==> src/hdl/gbs_pkg.sv <==
package gbs_pkg;

    // Kept store geometry
    localparam int MAX_KEPT = 64;
    localparam int KEPT_AW  = (MAX_KEPT > 1) ? $clog2(MAX_KEPT) : 1;
    localparam int CNT_W    = $clog2(MAX_KEPT + 1);

    // Field widths
    localparam int COORD_W = 16;
    localparam int SIZE_W  = 15;
    localparam int EDGE_W  = COORD_W + 1;
    localparam int AREA_W  = 2 * SIZE_W;
    localparam int UNI_W   = AREA_W + 1;
    localparam int THR_W   = 16;
    localparam int PROD_W  = THR_W + UNI_W;
    localparam int FRAC_W  = 15;
    localparam int IDX_W   = 10;

    localparam logic [THR_W-1:0] THR_RESET = 16'd16384;

    // One kept entry: area, h, w, y, x
    localparam int ENTRY_W = AREA_W + 2 * SIZE_W + 2 * COORD_W;

    typedef enum logic [1:0] {
        ST_IDLE,
        ST_SCAN,
        ST_DRAIN,
        ST_COMMIT
    } t_gbs_state;

    typedef struct packed {
        logic               load;
        logic               issue;
        logic [KEPT_AW-1:0] addr;
        logic               commit;
    } t_gbs_cmd;

    typedef struct packed {
        logic [CNT_W-1:0] kept_cnt;
        logic             pipe_empty;
        logic             out_free;
    } t_gbs_stat;

endpackage

==> src/hdl/gbs_ctrl.sv <==
module gbs_ctrl (
    input  logic                i_clk,
    input  logic                i_rst_n,
    input  logic                i_in_valid,
    output logic                o_in_ready,
    input  gbs_pkg::t_gbs_stat  i_stat,
    output gbs_pkg::t_gbs_cmd   o_cmd
);

    gbs_pkg::t_gbs_state          r_state, n_state;
    logic [gbs_pkg::CNT_W-1:0]    r_scan_idx, n_scan_idx;
    logic                         more;

    assign more = (r_scan_idx < i_stat.kept_cnt);

    // Hold state and scan pointer
    always_ff @(posedge i_clk) begin
        if (!i_rst_n) begin
            r_state    <= gbs_pkg::ST_IDLE;
            r_scan_idx <= '0;
        end else begin
            r_state    <= n_state;
            r_scan_idx <= n_scan_idx;
        end
    end

    // Next state
    always_comb begin
        n_state = r_state;
        case (r_state)
            gbs_pkg::ST_IDLE: begin
                if (i_in_valid) n_state = gbs_pkg::ST_SCAN;
            end
            gbs_pkg::ST_SCAN: begin
                if (!more) n_state = gbs_pkg::ST_DRAIN;
            end
            gbs_pkg::ST_DRAIN: begin
                if (i_stat.pipe_empty) n_state = gbs_pkg::ST_COMMIT;
            end
            gbs_pkg::ST_COMMIT: begin
                if (i_stat.out_free) n_state = gbs_pkg::ST_IDLE;
            end
            default: n_state = gbs_pkg::ST_IDLE;
        endcase
    end

    // Commands and scan pointer
    always_comb begin
        o_in_ready   = 1'b0;
        o_cmd.load   = 1'b0;
        o_cmd.issue  = 1'b0;
        o_cmd.commit = 1'b0;
        o_cmd.addr   = r_scan_idx[gbs_pkg::KEPT_AW-1:0];
        n_scan_idx   = r_scan_idx;
        case (r_state)
            gbs_pkg::ST_IDLE: begin
                o_in_ready = 1'b1;
                o_cmd.load = i_in_valid;
                n_scan_idx = '0;
            end
            gbs_pkg::ST_SCAN: begin
                o_cmd.issue = more;
                if (more) n_scan_idx = r_scan_idx + 1'b1;
            end
            gbs_pkg::ST_DRAIN: begin
                o_cmd.issue = 1'b0;
            end
            gbs_pkg::ST_COMMIT: begin
                o_cmd.commit = i_stat.out_free;
            end
            default: begin
                o_in_ready = 1'b0;
            end
        endcase
    end

endmodule

==> config.mk <==
export PLATFORM = sky130hd
export DESIGN_NAME = gbs_ctrl
export DESIGN_NICKNAME = d
export VERILOG_FILES = /design/src/hdl/gbs_pkg.sv /design/src/hdl/gbs_ctrl.sv
export SDC_FILE = /design/constraint.sdc
export NUM_CORES = 1
export LEC_CHECK = 0
export ABC_AREA = 0
export BUFFER_PORTS_ARGS = -buffer_cell sky130_fd_sc_hd__buf_2
export CAP_MARGIN = 15
export CORE_MARGIN = 2
export CORE_UTILIZATION = 40
export CTS_CLUSTER_SIZE = 14
export DETAILED_ROUTE_END_ITERATION = 7
export GPL_ROUTABILITY_DRIVEN = 1
export GPL_TIMING_DRIVEN = 0
export PLACE_DENSITY = 0.71
export SLEW_MARGIN = 20
export SYNTH_ARGS = -nofsm -noshare
export SYNTH_HDL_FRONTEND = slang
export SYNTH_SLANG_ARGS = --single-unit
==> constraint.sdc <==
create_clock -name i_clk -period 5.3 [get_ports i_clk]
set_input_delay 0.53 -clock i_clk [delete_from_list [all_inputs] [get_ports i_clk]]
set_output_delay 0.53 -clock i_clk [all_outputs]
set_load 0.01 [all_outputs]
; ---- Yosys cells after proc, flatten, opt, wreduce, memory -nomap -nowiden
; Cells that the tools add are included.
[word_totals]
ff_bits = 9
input_bits = 12
output_inout_bits = 10
[classes]
add_sub_neg = 1
n_lt_le_gt_ge = 1
eq_ne = 8
n_mux = 11
reduce_logical = 4
[ops]
columns = op, n
row1 = $pmux W7 S2, 1
row2 = $ne A2 B2 Y1 const B, 5
row3 = $mux W2, 4
row4 = $pmux W2 S4, 1
row5 = $add A7 B1 Y7 const B, 1
row6 = $lt A7 B7 Y1, 1
row7 = $mux W7, 1
row8 = $eq A2 B2 Y1 const B, 2
row9 = $mux W1, 4
row10 = $reduce_and A4 Y1, 1
row11 = $eq A2 B1 Y1 const B, 1
row12 = $logic_not A2 Y1, 1
row13 = $reduce_and A2 Y1, 1
row14 = $reduce_bool A2 Y1, 1

; ---- Logic depth before layout (Yosys ltp)
[depth]
ltp_word = 3
depth_mapped = 8
mapped_depth_nobuf = 8

; ---- Least setup slack after synthesis
; OpenSTA, ideal clock, no wires.
[synth_timing]
kind = input port to output port
start = input port i_stat[7] (netlist name)
end = output port o_cmd[7] (netlist name)
t_arrival_ns = 1.435
setup_slack_ns = 3.335
path_stages = 6
path_cell_list = inv_1 > ha_1 > a21oi_1 > o2111ai_1 > a21o_4 > inv_2
[synth_rtl]
columns = item, line_no
row1 = start: declaration, gbs_ctrl.sv:6  ; input gbs_pkg::t_gbs_stat i_stat,
row2 = end: declaration, gbs_ctrl.sv:7  ; output gbs_pkg::t_gbs_cmd o_cmd

==> summary.txt <==
STA
  – Final worst-path setup slack: 3.00 ns
  – Slew HR: 82.0%
  – Tcrit/Tclk final: 43.5%
  – Final hold violations: 0
  – RSZ-0062 raised after global routing: false
  – Worst-Margin Slew: 0.270 ns
  – Period minus WS final: 2.30 ns
  – Hold_ws: 0.527 ns
  – Setup TNS: 0 ns
  – Fin. max-slew vios: 0
  – Clock Skews: 0.000403 ns
  – Fmax: 434 MHz
  – Setup Viol. Count Final: 0

Placed design
  – Post-Place Cells: 145
  – Cell Area, Placed: 900 sq um
  – Detailed placer's ending HPWL: 1370 microns
  – GPL Wtd Cong: 0.690
  – Pre-CTS setup slack: 3.02 ns
  – PortBufs: 21

Cells and area
  – Core Util, Final: 52.5%
  – Area delta synth->final: 21.3%
  – Share of layout cells above drive strength 1: 27.4%
  – Most common cell after layout, fill and taps aside: buf_2
  – Antenna cells: 0
  – Final Cell Area: 926 sq um
  – NumNets Final: 148
  – Post-Layout Cell Count: 149
  – Commonest non-fill, non-tap cells in the layout: buf_2, nand3_1, inv_1

Synth
  – Synth Area in Compound Gates: 15.9%
  – Seq cells post-synth: 9
  – Mux contribution to synthesized area: 0%
  – Mean area per synthesized cell: 7.71 sq um
  – Post-Synth Simple-Gate Area: 29.0%
  – Post-Synth Adder-Cell Area: 18.0%
  – Synth Area in XOR/XNOR: 0%
  – Synth area leader: dfxtp_1
  – Synth Cell Area: 763 sq um
  – Gate Count Post-Synth: 99
  – YS warnings: 0
  – Syn_nets: 122
  – Unique masters post-synth: 27
  – Top-area cell type share of the netlist area: 23.6%
  – Main combinational cell family by area after synthesis: simple AND/OR/NAND/NOR gates
  – Synth area leaders: dfxtp_1, ha_1, nand3_1, inv_1, buf_4
  – Post-synthesis sequential area ratio: 23.6%

Die
  – Ports: 22
  – Die height: 47.7 microns
  – Starting Density: 43.3%
  – Die area: 2270 sq um
  – Core area: 1760 sq um
  – Die Wd: 47.7 microns
  – Placement Rows: 15

Clock tree
  – TritonCTS buffer count: 3
  – CTS max path bufs: 2
  – CTS resizes: 0
  – CTS tree: yes
  – CTS sink cnt: 9
  – Clock root buffer: clkbuf_4
  – Clock slew at reported path FFs: 0.06 ns
  – CTS H-tree depth: 1
  – Worst-Skew Late Latency: 0.26 ns
  – Hold_buf cts: 0
  – Post CTS Setup Buffer Count: 0

Routing
  – Remaining DRCs: 0
  – DR vias: 770
  – DR iter-0 viols: 18
  – WL final: 1710 microns
  – Routed WL per cell: 11.5 microns
  – Routed Antenna Nets: 0
  – Vias per inst: 5.17
  – DR pass1 iterations: 4

Setup path
  – Data arrival time of the worst path: 1.77 ns
  – Reg2Reg Launch Point: r_scan_idx[5]
  – Startpoint class of the critical path: register
  – Critical path type: reg2out
  – Data required, critical path: 4.77 ns
  – Critical Path Source: r_scan_idx[5]
  – Maximum fanout along the worst path: 8
  – CP Capture Type: output pin

GRT
  – Vias in the first global route: 659
  – Gr ovfl total: 0
  – Initial antenna violation count: 0
  – Largest net degree at the start of global routing: 11
  – Global-route wire length before repair: 2770 microns
  – GRT Total Usage: 18.0%

Job
  – Number of max-cap violations: 0

Power and ir drop
  – Peak VDD IR: 230 uV
  – Lkg Pwr: 0.488 nW
  – Pwr dens: 332 nW/um^2
  – Final Power: 307 uW

Outcome
  – Outcome: finished, final reports clean

Worst hold path
  – HP Class: reg2reg
  – Min-Delay Startpoint: r_state[1]
## layout make-up
type / count / area, sq um
Fill cell: 203 / 838
Multi-Input combinational cell: 69 / 480
Sequential cell: 9 / 180
Timing Repair Buffer: 21 / 105
Inverter: 14 / 52.6
Buffer: 7 / 50.0
Tap cell: 25 / 31.3
Clock buffer: 4 / 26.3
## cell usage after synthesis (all sizes together)
cell type / instances
o221a: 1
nand4: 1
o221ai: 1
o2111ai: 1
or3b: 1
nor2b: 1
or4: 3
nand2: 4
nand2b: 3
nor3: 1
nor2: 3
nand3: 15
o211ai: 3
and3: 2
buf: 7
nor4: 1
and4: 1
inv: 14
o21ai: 3
a21o: 1
dfxtp: 9
ha: 11
and2: 4
a21oi: 8
## worst paths after layout
path / end / slack, ns / cells past startpoint
max: o_cmd[7] / 3.00 / 6
min: r_state[1] / 0.53 / 2
max reg2reg: r_scan_idx[2] / 3.41 / 7
min reg2reg: r_state[1] / 0.53 / 2
## registers in the layout (all words and copies together), names as in the netlist
| register | flops |
|---|---|
| r_state | 2 |
| r_scan_idx | 7 |
## critical path: stages (launching register included)
cell       delay, ns
dfxtp_1         0.42
ha_1            0.29
a21oi_1         0.16
o2111ai_1       0.13
a21o_4          0.23
inv_2           0.13
buf_2           0.15
## routing by layer
metal  track usage [%]  vias to the layer above  routed length, microns
met5                 0                        -                       0
met4              8.11                        0                      13
met3              4.53                        2                     109
met2              31.5                       24                     838
met1              20.4                      344                     752
li1                  -                      400                       -
## cells by family (layout without fill, tap and decap cells)
| family | after synthesis | after routing |
|---|---|---|
| simple gates | 40 | 40 |
| buf+inv | 21 | 46 |
| compound gates | 18 | 18 |
| fa+ha+maj | 11 | 11 |
| flops | 9 | 9 |
## report_power, final
group	switching, mW	total [mW]	internal, mW
Sequential	0.0135	0.0917	0.0782
Combinational	0.0951	0.161	0.0659
Clock	0.0254	0.0545	0.0291
Total	0.134	0.307	0.173
(Power assumes the default switching activity.)
